<file path="config.mk">
export PLATFORM = sky130hd
export DESIGN_NAME = hsa_div
export DESIGN_NICKNAME = d
export VERILOG_FILES = /design/src/rtl/hsa_pkg.sv /design/src/rtl/hsa_div.sv
export SDC_FILE = /design/constraint.sdc
export NUM_CORES = 2
export LEC_CHECK = 0
export BUFFER_PORTS_ARGS = -buffer_cell sky130_fd_sc_hd__buf_2
export CAP_MARGIN = 20
export CELL_PAD_IN_SITES_DETAIL_PLACEMENT = 2
export CELL_PAD_IN_SITES_GLOBAL_PLACEMENT = 2
export CORE_ASPECT_RATIO = 0.7
export CORE_UTILIZATION = 45
export CTS_CLUSTER_DIAMETER = 150
export DETAILED_ROUTE_END_ITERATION = 7
export PLACE_DENSITY = 0.87
export RECOVER_POWER = 25
export SLEW_MARGIN = 5
export SYNTH_ARGS = -nofsm -noshare
export SYNTH_HDL_FRONTEND = slang
export SYNTH_SLANG_ARGS = --single-unit
</file>
<file path="constraint.sdc">
create_clock -name clk -period 12.6 [get_ports clk]
set_input_delay 1.89 -clock clk [delete_from_list [all_inputs] [get_ports clk]]
set_output_delay 1.89 -clock clk [all_outputs]
set_load 0.01 [all_outputs]
</file>
<file path="src/rtl/hsa_pkg.sv">
// Shared types and constants of the HSV saturation adjust pipeline.
// No dependencies; imported by every other file in rtl.
`default_nettype none

package hsa_pkg;

  localparam int CH_W      = 16;         // color channel width
  localparam int Q_W       = 17;         // quotient width, Q1.16 up to 1.0
  localparam int DIV_STEPS = Q_W;        // one quotient bit per divider stage
  localparam int CFG_W     = 18;         // signed Q2.16 register width
  localparam int HUE_W     = 19;         // sector (3 bits) + 16-bit fraction
  localparam int HUE_WRAP  = 6 * 65536;  // hue period in Q16 sectors

  // register indexes of the configuration port
  localparam logic REG_VIBRANCE   = 1'b0;
  localparam logic REG_SATURATION = 1'b1;

  // hue sector base: which channel is the maximum
  localparam logic [2:0] BASE_RED   = 3'd0;
  localparam logic [2:0] BASE_GREEN = 3'd2;
  localparam logic [2:0] BASE_BLUE  = 3'd4;

  // configuration handed to the back end
  typedef struct packed {
    logic signed [CFG_W-1:0] vib;
    logic signed [CFG_W-1:0] sat;
  } cfg_t;

  // per-pixel information that rides along with the divider
  typedef struct packed {
    logic [CH_W-1:0] mx;     // value V
    logic [2:0]      base;   // hue sector base
    logic            neg;    // hue numerator negative
    logic            grey;   // delta is zero
    logic            black;  // max is zero
  } side_t;

endpackage

`default_nettype wire

</file>
<file path="src/rtl/hsa_div.sv">
// Pipelined restoring divider, two lanes: floor(num * 2^16 / den), one bit a stage.
// Depends on hsa_pkg. num <= den is assumed; den zero gives a don't-care result.
`default_nettype none

module hsa_div
  import hsa_pkg::*;
(
  input  wire logic                 clk,
  input  wire logic                 rst,
  input  wire logic                 in_valid,
  output logic                      in_ready,
  input  wire side_t                in_side,
  input  wire logic [1:0][CH_W-1:0] num,
  input  wire logic [1:0][CH_W-1:0] den,
  output logic                      out_valid,
  input  wire logic                 out_ready,
  output side_t                     out_side,
  output logic [1:0][Q_W-1:0]       quo,
  output logic                      hue_inexact  // lane 1 remainder nonzero
);

  logic                  vld  [DIV_STEPS];
  logic                  en   [DIV_STEPS];
  side_t                 sd   [DIV_STEPS];
  logic [1:0][Q_W-1:0]   rem  [DIV_STEPS];
  logic [1:0][CH_W-1:0]  dv   [DIV_STEPS];
  logic [1:0][Q_W-1:0]   qt   [DIV_STEPS];

  for (genvar k = 0; k < DIV_STEPS; k++) begin : g_step
    logic                 src_vld;
    side_t                src_sd;
    logic [1:0][Q_W-1:0]  src_rem, src_q, rem_next, q_next;
    logic [1:0][CH_W-1:0] src_d;

    // stage source: pipeline input or previous stage
    if (k == 0) begin : g_first
      assign src_vld = in_valid;
      assign src_sd  = in_side;
      assign src_d   = den;
      assign src_q   = '0;
      assign src_rem = {{1'b0, num[1]}, {1'b0, num[0]}};
    end else begin : g_next
      assign src_vld = vld[k-1];
      assign src_sd  = sd[k-1];
      assign src_d   = dv[k-1];
      assign src_q   = qt[k-1];
      assign src_rem = rem[k-1];
    end

    if (k == DIV_STEPS-1) begin : g_last_en
      assign en[k] = !vld[k] || out_ready;
    end else begin : g_mid_en
      assign en[k] = !vld[k] || en[k+1];
    end

    // one compare/subtract per lane; shift except after the last bit
    always_comb begin
      logic          ge;
      logic [Q_W-1:0] diff;
      logic [CH_W-1:0] r16;
      for (int l = 0; l < 2; l++) begin
        diff = src_rem[l] - {1'b0, src_d[l]};
        ge   = (src_rem[l] >= {1'b0, src_d[l]});
        r16  = ge ? diff[CH_W-1:0] : src_rem[l][CH_W-1:0];
        rem_next[l] = (k == DIV_STEPS-1) ? {1'b0, r16} : {r16, 1'b0};
        q_next[l]   = src_q[l];
        q_next[l][DIV_STEPS-1-k] = ge;
      end
    end

    always_ff @(posedge clk) begin
      if (rst) begin
        vld[k] <= 1'b0;
      end else if (en[k]) begin
        vld[k] <= src_vld;
      end
    end

    always_ff @(posedge clk) begin
      if (en[k] && src_vld) begin
        sd[k]  <= src_sd;
        dv[k]  <= src_d;
        qt[k]  <= q_next;
        rem[k] <= rem_next;
      end
    end
  end

  assign in_ready    = en[0];
  assign out_valid   = vld[DIV_STEPS-1];
  assign out_side    = sd[DIV_STEPS-1];
  assign quo         = qt[DIV_STEPS-1];
  assign hue_inexact = (rem[DIV_STEPS-1][1] != '0);

endmodule

`default_nettype wire

</file>
==> impl_metrics.json <==
{
  "drtPass1Iterations": 8,
  "critPathLaunchType": "input pin",
  "netlist_area_sq_mm": 0.08346,
  "timing.critical_path.mode_cell": "and3_1",
  "maxCapViolations": 0,
  "crit_required_ns": 10.71,
  "leakage_nw": 35.26,
  "first_iter_violations": 5728,
  "status": "finished clean",
  "cts_root_buf": "clkbuf_16",
  "rows": 131,
  "path_clk_slew_ns": 0.07,
  "ys_ff_latch": 1737,
  "path_class": "in2out",
  "clk_path_buf_depth": 3,
  "synth.avg_cell_area_sq_um": 13.15,
  "grt_overflow": 0,
  "worstHoldStart": "qt[0][498]",
  "end_kind": "primary output",
  "vdd_ir_drop_max_mv": 0.1244,
  "power.density_mw_per_mm2": 136.1,
  "timing.reg2reg.setup_slack_ns": 7.99,
  "wl_mm": 328.2,
  "drc": 0,
  "crit_slowest_cell": "and4b_1",
  "first_global_vias": 63679,
  "crit_fanout": 7,
  "hold_end": "qt[0][532]",
  "dieArea_sq_mm": 0.1872,
  "worstPathCellList": "buf_2 -> and4b_1 -> and3_1 -> nand3_1 -> nor2_1 -> and3_1 -> and3_1 -> nand2_1 -> buf_2",
  "worst_slack_ns": 5.874,
  "worst_slew_pin_slew_ns": 1.341,
  "coreArea_sq_mm": 0.1832,
  "ys.flop_type": "edfxtp_1",
  "cts-htree-levels": 4,
  "gp_congestion": 0.8430,
  "start_util_pct": 45.54,
  "finalClockSkew_ns": 0.06708,
  "num_vias": 58609,
  "reg2reg_from": "dv[0][202]",
  "setup_viol": 0,
  "nets": 7321,
  "yosys_warnings": 0,
  "post_dp_cell_area_sq_mm": 0.08733,
  "dpl.hpwl_mm": 194.8,
  "numPortBuffers": 148,
  "clock_latency_ns": 0.94,
  "hold_class": "reg2reg",
  "cts_resized": 0,
  "synth_fp_nets": 7013,
  "yosysSeqAreaShare_pct": 62.50,
  "drv_slew": 0,
  "synth_edf_count": 1737,
  "cp.arrival_ns": 4.84,
  "totalNegativeSetupSlack_ns": 0,
  "antenna_found_initial": 15,
  "fin_crit_sh_pct": 53.38,
  "wl_per_cell_um": 35.46,
  "r2r_end": "rem[0][243]",
  "syn_inst": 6347,
  "grt_pass1_wl_mm": 443.9,
  "layout-drive-gt1-share_pct": 10.72,
  "area_growth_pct": 11.48,
  "place_ws_ns": 6.071,
  "hold_ws_ns": 0.4021,
  "antenna_left": 0,
  "min_path_cells": 0,
  "clock-sinks": 1737,
  "die_y_um": 362.3,
  "grt_usage_pct": 32.08,
  "max_stage_delay_ns": 0.58,
  "stdcell_area_sq_mm": 0.09304,
  "fmax_ghz": 0.1487,
  "ff2ff_path_depth": 9,
  "period_needed_ns": 6.726,
  "cts_setup_buffers": 0,
  "cts.hold.buffers_added": 0,
  "io_pins": 149,
  "cts_tree": "built",
  "rsz0062_at_grt": "no",
  "vias_per_cell": 6.332,
  "cts_buffers": 175,
  "hold_viol": 0,
  "async_flop_share_pct": 0,
  "grt_max_degree": 81,
  "slew_headroom_pct": 9.806,
  "die_x_um": 516.7,
  "yosysUniqueCellTypes": 89,
  "finalPower_mw": 12.66
}
==> layer usage <==
| layer | part of all wire, % | vias to the layer above | global-route usage (%) |
|---|---|---|---|
| met5 | 0.034 | - | 0 |
| met3 | 6.2 | 1435 | 4.791 |
| met2 | 51 | 3382 | 58.52 |
| met4 | 7.9 | 16 | 18.55 |
| met1 | 35 | 29813 | 35.41 |
| li1 | - | 23963 | - |
==> worst max-delay path by stage <==
stage / startpoint / endpoint / slack, ns / cells past startpoint
detailed placement: out_ready / in_ready / 6.07 / 9
global placement: out_ready / in_ready / 6.30 / 9
floorplan: out_ready / dv[0][416] / 1.42 / 2
finish: out_ready / in_ready / 5.87 / 9
global route: out_ready / in_ready / 5.74 / 9
CTS: out_ready / in_ready / 5.95 / 9
==> cells by family (layout without fill, tap and decap cells) <==
group,after synthesis,after routing,synth area share (%)
AO/OA/AOI/OAI,1372,1372,10.49
AND/OR/NAND/NOR,1307,1307,7.607
flip-flops,1737,1737,62.50
multiplexers,244,244,3.294
other,0,5,0
buffers and inverters,769,1213,3.591
adder cells (fa/ha/maj),576,576,8.932
XOR/XNOR,342,342,3.589
==> synth_stat cells, drive strengths merged, types with 92 or more instances <==
library cell | count | share of area, %
nand2b | 108 | 0.81
xnor2 | 177 | 1.9
ha | 543 | 8.1
xor2 | 165 | 1.7
a21o | 133 | 1.2
inv | 704 | 3.2
nor2 | 310 | 1.4
nand3 | 99 | 0.59
a21oi | 324 | 2.0
nor2b | 95 | 0.71
mux2 | 209 | 2.9
nand2 | 380 | 1.7
o21ai | 429 | 2.6
edfxtp | 1737 | 62
nor3 | 92 | 0.57
==> worst max-delay path: cells and delay by family <==
family	cells	cell delay, ns
AND/OR/NAND/NOR	7	2.67
buffers and inverters	2	0.27
==> report_power, final <==
part / switching (mW) / total, mW / internal (mW)
combinational: 0.419 / 0.679 / 0.260
clock: 2.69 / 5.55 / 2.85
sequential: 0.0555 / 6.43 / 6.38
==> state kept, by name, summed over array words and instances, names as in the netlist <==
signal	cells
sd	374
dv	512
qt	306
rem	528
vld	17
==> cell usage in the layout (no fill, tap or decap), drive strengths merged, types with 35 or more instances in the layout <==
cell type  netlist  layout
o31ai           71      71
o21a            90      90
a31oi           50      50
nand2          380     380
xor2           165     165
clkinv           0      80
nand3           99      99
clkbuf          15     211
a211oi          43      43
mux2i           35      35
o21bai          46      46
nor2           310     310
buf             50     196
nand2b         108     108
nor2b           95      95
ha             543     543
edfxtp        1737    1737
mux2           209     209
nor3            92      92
inv            704     711
nand4           42      42
a21o           133     133
xnor2          177     177
o21ai          429     429
a21oi          324     324
==> final cells by class <==
cell class                 count  area, sq um
clock buffer                 211         4557
clock inverter               102        887.1
sequential                  1737        52160
antenna                        5        12.51
inverter                     704         2643
fill                       17330        90210
timing repair buffer         196         1220
multi-input combinational   3841        28480
tap                         2460         3078
==> stage by stage <==
step | instances | utilization (%)
final | 9256 | 50.77
after global routing | 9252 | 50.77
after CTS | 9238 | 50.63
after detailed placement | 8925 | 47.66
after global placement | 8925 | 47.66
after floorplan | 6347 | -
(Power assumes the default switching activity.)
