===== src/rtl/hsa_pkg.sv =====
// Shared types and constants of the HSV saturation adjust pipeline.
// No dependencies; imported by every other file in rtl.
`default_nettype none

package hsa_pkg;

  localparam int CH_W      = 16;         // color channel width
  localparam int Q_W       = 17;         // quotient width, Q1.16 up to 1.0
  localparam int DIV_STEPS = Q_W;        // one quotient bit per divider stage
  localparam int CFG_W     = 18;         // signed Q2.16 register width
  localparam int HUE_W     = 19;         // sector (3 bits) + 16-bit fraction
  localparam int HUE_WRAP  = 6 * 65536;  // hue period in Q16 sectors

  // register indexes of the configuration port
  localparam logic REG_VIBRANCE   = 1'b0;
  localparam logic REG_SATURATION = 1'b1;

  // hue sector base: which channel is the maximum
  localparam logic [2:0] BASE_RED   = 3'd0;
  localparam logic [2:0] BASE_GREEN = 3'd2;
  localparam logic [2:0] BASE_BLUE  = 3'd4;

  // configuration handed to the back end
  typedef struct packed {
    logic signed [CFG_W-1:0] vib;
    logic signed [CFG_W-1:0] sat;
  } cfg_t;

  // per-pixel information that rides along with the divider
  typedef struct packed {
    logic [CH_W-1:0] mx;     // value V
    logic [2:0]      base;   // hue sector base
    logic            neg;    // hue numerator negative
    logic            grey;   // delta is zero
    logic            black;  // max is zero
  } side_t;

endpackage

`default_nettype wire


===== src/rtl/hsa_front.sv =====
// Front stage: max, min, delta and hue numerator of one pixel.
// Depends on hsa_pkg.
`default_nettype none

module hsa_front
  import hsa_pkg::*;
(
  input  wire logic                 clk,
  input  wire logic                 rst,
  input  wire logic                 in_valid,
  output logic                      in_ready,
  input  wire logic [CH_W-1:0]      red,
  input  wire logic [CH_W-1:0]      green,
  input  wire logic [CH_W-1:0]      blue,
  output logic                      out_valid,
  input  wire logic                 out_ready,
  output side_t                     side,
  output logic [1:0][CH_W-1:0]      num,   // lane 0 saturation, lane 1 hue
  output logic [1:0][CH_W-1:0]      den
);

  logic [CH_W-1:0]   mx, mn, delta, mag;
  logic signed [CH_W:0] hnum;
  logic [2:0]        base;
  logic              vld;

  // max/min with red winning ties, then green
  always_comb begin
    mx = red;
    mn = red;
    if (green > mx) mx = green;
    if (blue > mx) mx = blue;
    if (green < mn) mn = green;
    if (blue < mn) mn = blue;
    delta = mx - mn;
    if (red == mx) begin
      hnum = $signed({1'b0, green}) - $signed({1'b0, blue});
      base = BASE_RED;
    end else if (green == mx) begin
      hnum = $signed({1'b0, blue}) - $signed({1'b0, red});
      base = BASE_GREEN;
    end else begin
      hnum = $signed({1'b0, red}) - $signed({1'b0, green});
      base = BASE_BLUE;
    end
    mag = hnum[CH_W] ? CH_W'(-hnum) : hnum[CH_W-1:0];
  end

  assign in_ready  = !vld || out_ready;
  assign out_valid = vld;

  always_ff @(posedge clk) begin
    if (rst) begin
      vld <= 1'b0;
    end else if (in_ready) begin
      vld <= in_valid;
    end
  end

  always_ff @(posedge clk) begin
    if (in_ready && in_valid) begin
      side.mx    <= mx;
      side.base  <= base;
      side.neg   <= hnum[CH_W];
      side.grey  <= (delta == '0);
      side.black <= (mx == '0);
      num[0]     <= delta;
      den[0]     <= mx;
      num[1]     <= mag;
      den[1]     <= delta;
    end
  end

endmodule

`default_nettype wire


===== config.mk =====
export PLATFORM = sky130hd
export DESIGN_NAME = hsa_front
export DESIGN_NICKNAME = d
export VERILOG_FILES = /design/src/rtl/hsa_pkg.sv /design/src/rtl/hsa_front.sv
export SDC_FILE = /design/constraint.sdc
export NUM_CORES = 1
export LEC_CHECK = 0
export BUFFER_PORTS_ARGS = -buffer_cell sky130_fd_sc_hd__clkbuf_2
export CAP_MARGIN = 20
export CORE_AREA = 2 2 165 127
export CTS_BUF_LIST = sky130_fd_sc_hd__clkbuf_8
export DETAILED_ROUTE_END_ITERATION = 12
export DIE_AREA = 0 0 167 129
export PLACE_DENSITY = 0.64
export SYNTH_ARGS = -nofsm -noshare
export SYNTH_HDL_FRONTEND = slang
export SYNTH_SLANG_ARGS = --single-unit

===== constraint.sdc =====
create_clock -name clk -period 12.4 [get_ports clk]
set_input_delay 1.86 -clock clk [delete_from_list [all_inputs] [get_ports clk]]
set_output_delay 1.86 -clock clk [all_outputs]
set_load 0.005 [all_outputs]

==> results of run 1 <==
worst max-delay path by stage:
| stage | startpoint | end |
|---|---|---|
| 3_5_place_dp | green[14] | num[30]$_DFFE_PP_ |
| 4_1_cts | green[14] | num[30]$_DFFE_PP_ |
| 2_1_floorplan | green[1] | num[30]$_DFFE_PP_ |
| 3_3_place_gp | green[14] | num[30]$_DFFE_PP_ |
| 5_1_grt | green[14] | num[30]$_DFFE_PP_ |
| 6_report | green[14] | num[30]$_DFFE_PP_ |
final cells by class:
class / instances / area (um2)
Clock buffer: 5 / 68.8
Clock inverter: 3 / 23.8
Fill cell: 2026 / 10900
Inverter: 94 / 353
Multi-Input combinational cell: 812 / 5880
Sequential cell: 54 / 1610
Tap cell: 258 / 323
Timing Repair Buffer: 146 / 748
cells in the final DEF (no fill, tap or decap), types with 19 or more instances in the layout:
cell and n:
mux2i_1 36, ha_1 90, edfxtp_1 53, clkbuf_2 138
a21o_1 19, xnor2_1 53, o21ai_0 75, nand3_1 23
nand2_1 49, xor2_1 22, inv_1 92, nor3_1 47
a21oi_1 70, nor2_1 59
routing by layer:
| metal | track usage (%) | vias to the layer above | wire length [um] |
|---|---|---|---|
| met1 | 36.0 | 3648 | 13100 |
| met2 | 35.5 | 342 | 10800 |
| met4 | 6.29 | 0 | 474 |
| met5 | 0 | - | 0 |
| met3 | 5.84 | 35 | 2430 |
| li1 | - | 3962 | - |
sequential cells by signal, indices dropped and copies added, names as in the netlist:
signal	flops
den	32
num	16
out_valid	1
side	5
power groups by stage:
| stage | clock [mW] | sequential (mW) | combinational, mW |
|---|---|---|---|
| 2_1_floorplan | 0 | 0.287 | 0.469 |
| 3_3_place_gp | 0 | 0.283 | 0.641 |
| 3_5_place_dp | 0 | 0.283 | 0.641 |
| 4_1_cts | 0.122 | 0.279 | 0.645 |
| 5_1_grt | 0.128 | 0.283 | 0.725 |
| 6_report | 0.116 | 0.278 | 0.652 |
per-stage QoR:
step	cells	power (mW)
after floorplan	1022	0.756
after global placement	1363	0.924
after detailed placement	1364	0.924
after CTS	1372	1.05
after global routing	1372	1.14
final	1372	1.05
worst max-delay path, stage by stage:
cell and delay (ps):
clkbuf_2 140, inv_1 60, ha_1 370, nand3_1 230, nor3_2 500, o21ai_2 200, nand3_1 150, buf_4 270
mux2i_1 450, inv_1 150, ha_1 330, nand4_1 200, or4_1 650, o22ai_1 170, a31oi_1 100, o21ai_1 860
a21boi_0 420, o21a_1 290, nor4_1 760, nand4_2 550, nor2_8 440, mux2_2 390, mux2i_1 460, ha_1 360
nand3_1 210, o31ai_1 360, xnor2_1 100
cells by family after synthesis:
logic type | Yosys count
buffers and inverters | 156
other | 1
xor gates and xnor gates | 75
and+or+nand+nor | 301
AOI/OAI and AO/OA | 298
DFF | 54
muxes | 42
adders and majority gates | 95
==> run_results.csv, run 1 <==
group,metric,value,unit
pwr,ir_drop,0.0000635,V
setup_path,cp.required,12520,ps
logic_synthesis,syn_area,0.00823,mm2
sta,setup_violations,0,
floorplan,die_h,129,um
pwr,p_int,565,uW
cts,path_clk_slew,130,ps
setup_path,r2r_slack,10890,ps
sta,worst_slew_pin_slew,1070,ps
logic_synthesis,yosys_register_bits,54,
final_layout,syn2layout_area_growth,9.42,%
final_layout,fin_util,45.3,%
floorplan,ios,140,
place,placed_cell_area,0.00891,mm2
logic_synthesis,yosys_warnings,0,
logic_synthesis,synth_edf_count,53,
logic_synthesis,syn_avg_cell_area,8.05,um2
detailed_routing,wl_per_cell,19.6,um
cts,htreeDepth,2,
pwr,p_clk_share,11.1,%
pwr,leakagePower,3.99,nW
global_routing,first_global_vias,7310,
cts,cts_hold_buf,0,
hold_path,worstHoldStart,"out_valid$_SDFFE_PP0N_",
logic_synthesis,synthCells,1022,
logic_synthesis,synth.distinct_cells,80,
cts,clock_path_buffers,2,
logic_synthesis,synth_compound_area_share,23.6,%
floorplan,row_count,45,
job,drv_cap,0,
cts,post_cts.repair.setup_buffers,0,
setup_path,cp-start-kind,"primary input",
cts,cts_tree,"done",
logic_synthesis,synth.area.mux_share,5.34,%
sta,rsz0062_at_grt,"no",
logic_synthesis,ys_top_cells_by_count,"92 x inv_1, 90 x ha_1, 75 x o21ai_0",
sta,hold_violations,0,
floorplan,die-area,0.0215,mm2
place,io_buffer_count,138,
cts,clock_latency,360,ps
sta,worst_slack,1470,ps
logic_synthesis,synth_area_leaders,"edfxtp_1 19%, ha_1 14%, xnor2_1 5.6%, o21ai_0 4.6%, mux2i_1 4.4%",
sta,worst_hold_slack,525,ps
setup_path,reg2regPathDepth,3,
hold_path,hold_depth,2,
setup_path,critPathCaptureType,"register",
run_status,status,"finished clean",
sta,finalSetupTns,0,ps
final_layout,num_antenna_cells,0,
pwr,power_density,116,mW/mm2
setup_path,reg2reg_from,"out_valid$_SDFFE_PP0N_",
sta,finalClockSkew,14.2,ps
setup_path,crit_type,"primary input to register",
global_routing,grt_pass1_wl,40900,um
setup_path,path_max_fanout,17,
detailed_routing,drc_errors,0,
pwr,p_sw,480,uW
logic_synthesis,synthFlopType,"edfxtp_1",
global_routing,grt_overflow,0,
sta,finalCritPeriodShare,88.1,%
hold_path,hp-class,"register to register",
global_routing,grt_max_degree,54,
logic_synthesis,synth_most_common_cell,"inv_1",
logic_synthesis,ys_seq_area_share,19.6,%
cts,clock_sinks,54,
pwr,seq_power_share,26.6,%
logic_synthesis,ys_async_sr_fraction,0,%
detailed_routing,firstDrtPassIters,7,
global_routing,grt_antenna_before_repair,0,
sta,slew-limit-headroom,28.4,%
setup_path,cp.arrival,11050,ps
sta,period_needed,10930,ps
logic_synthesis,synth_top_family_by_area,"compound AO/OA/AOI/OAI gates",
detailed_routing,totalWireLength,26800,um
place,dp_slack,1400,ps
place,hpwlAfterDp,22100,um
hold_path,hold-path-endpoint,"out_valid$_SDFFE_PP0N_",
final_layout,fin_nets,1258,
logic_synthesis,synth_top_area_share,19.3,%
pwr,comb_power_share,62.4,%
cts,clockRootBuffer,"clkbuf_8",
global_routing,grt_use_total,24.4,%
final_layout,drive_gt1_share,16.5,%
detailed_routing,ant_nets,0,
detailed_routing,drtIter0Drc,838,
floorplan,die_x,167,um
setup_path,r2r-end,"den[0]$_DFFE_PP_",
floorplan,core-area,0.0199,mm2
logic_synthesis,synth-simple-area-share,19.7,%
cts,cts_inserted_buffers,5,
sta,slew_viol_final,0,
logic_synthesis,synth_xor_area_share,7.98,%
logic_synthesis,synth_nets,1167,
pwr,swShare,46.0,%
logic_synthesis,yosys.area.top_type,"edfxtp_1",
sta,max_freq,91.5,MHz
final_layout,final_area,0.00901,mm2
cts,cts_resized,0,
logic_synthesis,synthAdderAreaFrac,14.7,%
place,gp_congestion,0.973,
detailed_routing,viasPerCell,5.82,
detailed_routing,vias,7987,
floorplan,start_util,41.4,%
No activity file was read; power rests on OpenSTA's default activity.
==> inputs of run 2 (changes only) <==
--- a/config.mk
+++ b/config.mk
@@ -7,11 +7,11 @@
 export LEC_CHECK = 0
 export BUFFER_PORTS_ARGS = -buffer_cell sky130_fd_sc_hd__clkbuf_2
 export CAP_MARGIN = 20
-export CORE_AREA = 2 2 165 127
+export CORE_AREA = 2 2 160 123
 export CTS_BUF_LIST = sky130_fd_sc_hd__clkbuf_8
 export DETAILED_ROUTE_END_ITERATION = 12
-export DIE_AREA = 0 0 167 129
-export PLACE_DENSITY = 0.64
+export DIE_AREA = 0 0 162 125
+export PLACE_DENSITY = 0.67
 export SYNTH_ARGS = -nofsm -noshare
 export SYNTH_HDL_FRONTEND = slang
 export SYNTH_SLANG_ARGS = --single-unit
==> run 2 against run 1 <==
  * Non-clock buffer count is 3 higher
  * Maximum frequency increased by 3.0%
  * Sequential power about the same
  * Register-to-register slack about the same
  * Largest cell class unchanged
  * Worst setup slack better by 320 ps
  * Critical endpoint unchanged
  * Largest power group unchanged
==> run_results.csv, run 2 (synthesized netlist as in run 1, its figures left out) <==
group,metric,value,unit
place,io_buffer_count,138,
cts,clockRootBuffer,"clkbuf_8",
sta,period_needed,10610,ps
cts,clock_latency,350,ps
pwr,power_density,116,mW/mm2
setup_path,cp-start-kind,"primary input",
final_layout,num_antenna_cells,0,
sta,rsz0062_at_grt,"no",
sta,finalSetupTns,0,ps
hold_path,hp-class,"register to register",
setup_path,path_max_fanout,23,
global_routing,grt_use_total,25.8,%
final_layout,final.fill_count,1916,
pwr,power,1.05,mW
global_routing,grt_max_degree,54,
cts,post_cts.repair.setup_buffers,0,
sta,hold_violations,0,
floorplan,core-area,0.0188,mm2
final_layout,final_cell_mix,"138 x clkbuf_2, 92 x inv_1, 90 x ha_1",
sta,worst_slew_pin_slew,1000,ps
pwr,leakagePower,4.00,nW
detailed_routing,vias,8123,
cts,cts_resized,0,
detailed_routing,ant_nets,0,
sta,worst_hold_slack,537,ps
place,dp.cells,1362,
cts,clock_path_buffers,2,
floorplan,start_util,43.7,%
cts,htreeDepth,2,
pwr,ir_drop,0.0000496,V
sta,finalClockSkew,19.1,ps
global_routing,grt_antenna_before_repair,1,
detailed_routing,drc_errors,0,
global_routing,grt_pass1_wl,41200,um
detailed_routing,wl_per_cell,19.5,um
final_layout,largest_register_ff_count,32,
run_status,status,"finished clean",
floorplan,die_x,162,um
detailed_routing,totalWireLength,26700,um
floorplan,die-area,0.0203,mm2
global_routing,first_global_vias,7344,
sta,max_freq,94.3,MHz
final_layout,reg.largest.list,"den (32), num (16), side (5)",
final_layout,fin_nets,1261,
floorplan,row_count,44,
final_layout,regMostFlops,"den",
setup_path,crit_type,"primary input to register",
global_routing,grt_overflow,0,
final_layout,layout_commonest_cell,"clkbuf_2",
detailed_routing,drtIter0Drc,1068,
setup_path,cp.arrival,10700,ps
final_layout,syn2layout_area_growth,9.47,%
sta,slew-limit-headroom,31.3,%
final_layout,drive_gt1_share,16.7,%
floorplan,ios,140,
setup_path,critPathCaptureType,"register",
place,hpwlAfterDp,22100,um
detailed_routing,viasPerCell,5.93,
cts,clock_sinks,54,
sta,slew_viol_final,0,
floorplan,die_h,125,um
cts,cts_inserted_buffers,5,
job,drv_cap,0,
final_layout,fin_cells,1370,
sta,finalCritPeriodShare,85.5,%
cts,cts_tree,"done",
cts,path_clk_slew,110,ps
place,gp_congestion,0.982,
cts,cts_hold_buf,0,
setup_path,cp.required,12490,ps
sta,setup_violations,0,
detailed_routing,firstDrtPassIters,5,
==> run 2: cell types whose count changed in the layout (fill, tap and decap cells not counted), sizes merged <==
cell | previous run | this run
buf | 8 | 11
==> run 2: final cells by class <==
type | instances | area [um2] | area share (%)
multi-input combinational | 812 | 5870 | 65.1
clock inverter | 3 | 23.8 | 0.264
tap | 253 | 317 | 3.51
sequential | 54 | 1610 | 17.9
inverter | 94 | 353 | 3.92
timing repair buffer | 149 | 767 | 8.51
clock buffer | 5 | 68.8 | 0.764
==> run 2: through the flow <==
step           cell area, um2  utilization (%)  setup WS (ps)
4_1_cts                  9010             47.9           2030
3_3_place_gp             8910             47.3           1960
5_1_grt                  9010             47.9           1210
6_report                 9010             47.9           1790
2_1_floorplan            8230                -           3730
3_5_place_dp             8920             47.4           1700
==> run 2: critical path, cell delays in order <==
cell and delay (ps):
clkbuf_2 160, inv_1 60, ha_1 340, a21o_1 210, a21oi_1 580, nand3_1 480, buf_4 360, mux2i_1 380
inv_1 150, ha_1 320, nand4_1 160, or4_1 600, o22ai_1 170, a31oi_1 80, o21a_1 550, buf_4 340
nor3_1 420, nor3_1 100, or4_1 550, or4_1 760, nor2_8 360, mux2_2 370, mux2i_1 400, ha_1 310
nand3_1 130, o31ai_1 360, xnor2_1 100
==> run 2: per-layer routing <==
metal | vias up | wire (um) | GRT usage (%)
met3 | 31 | 2570 | 4.48
met1 | 3732 | 13000 | 40.3
met4 | 0 | 374 | 4.69
met5 | - | 0 | 0
met2 | 403 | 10800 | 37.3
li1 | 3957 | - | -
==> run 2: report_power, final <==
part	internal, mW	switching [mW]	total, mW
registers	0.262	0.0159	0.278
logic	0.263	0.392	0.654
clock network	0.0407	0.0730	0.114
total	0.565	0.481	1.05
==> run 2: worst paths after layout <==
path                                from                     end  slack (ps)  cells after the start
setup / recovery               green[14]       num[30]$_DFFE_PP_        1790                     27
hold / removal    out_valid$_SDFFE_PP0N_  out_valid$_SDFFE_PP0N_         540                      2
setup reg to reg  out_valid$_SDFFE_PP0N_       num[18]$_DFFE_PP_       10880                      3
hold reg to reg   out_valid$_SDFFE_PP0N_  out_valid$_SDFFE_PP0N_         540                      2
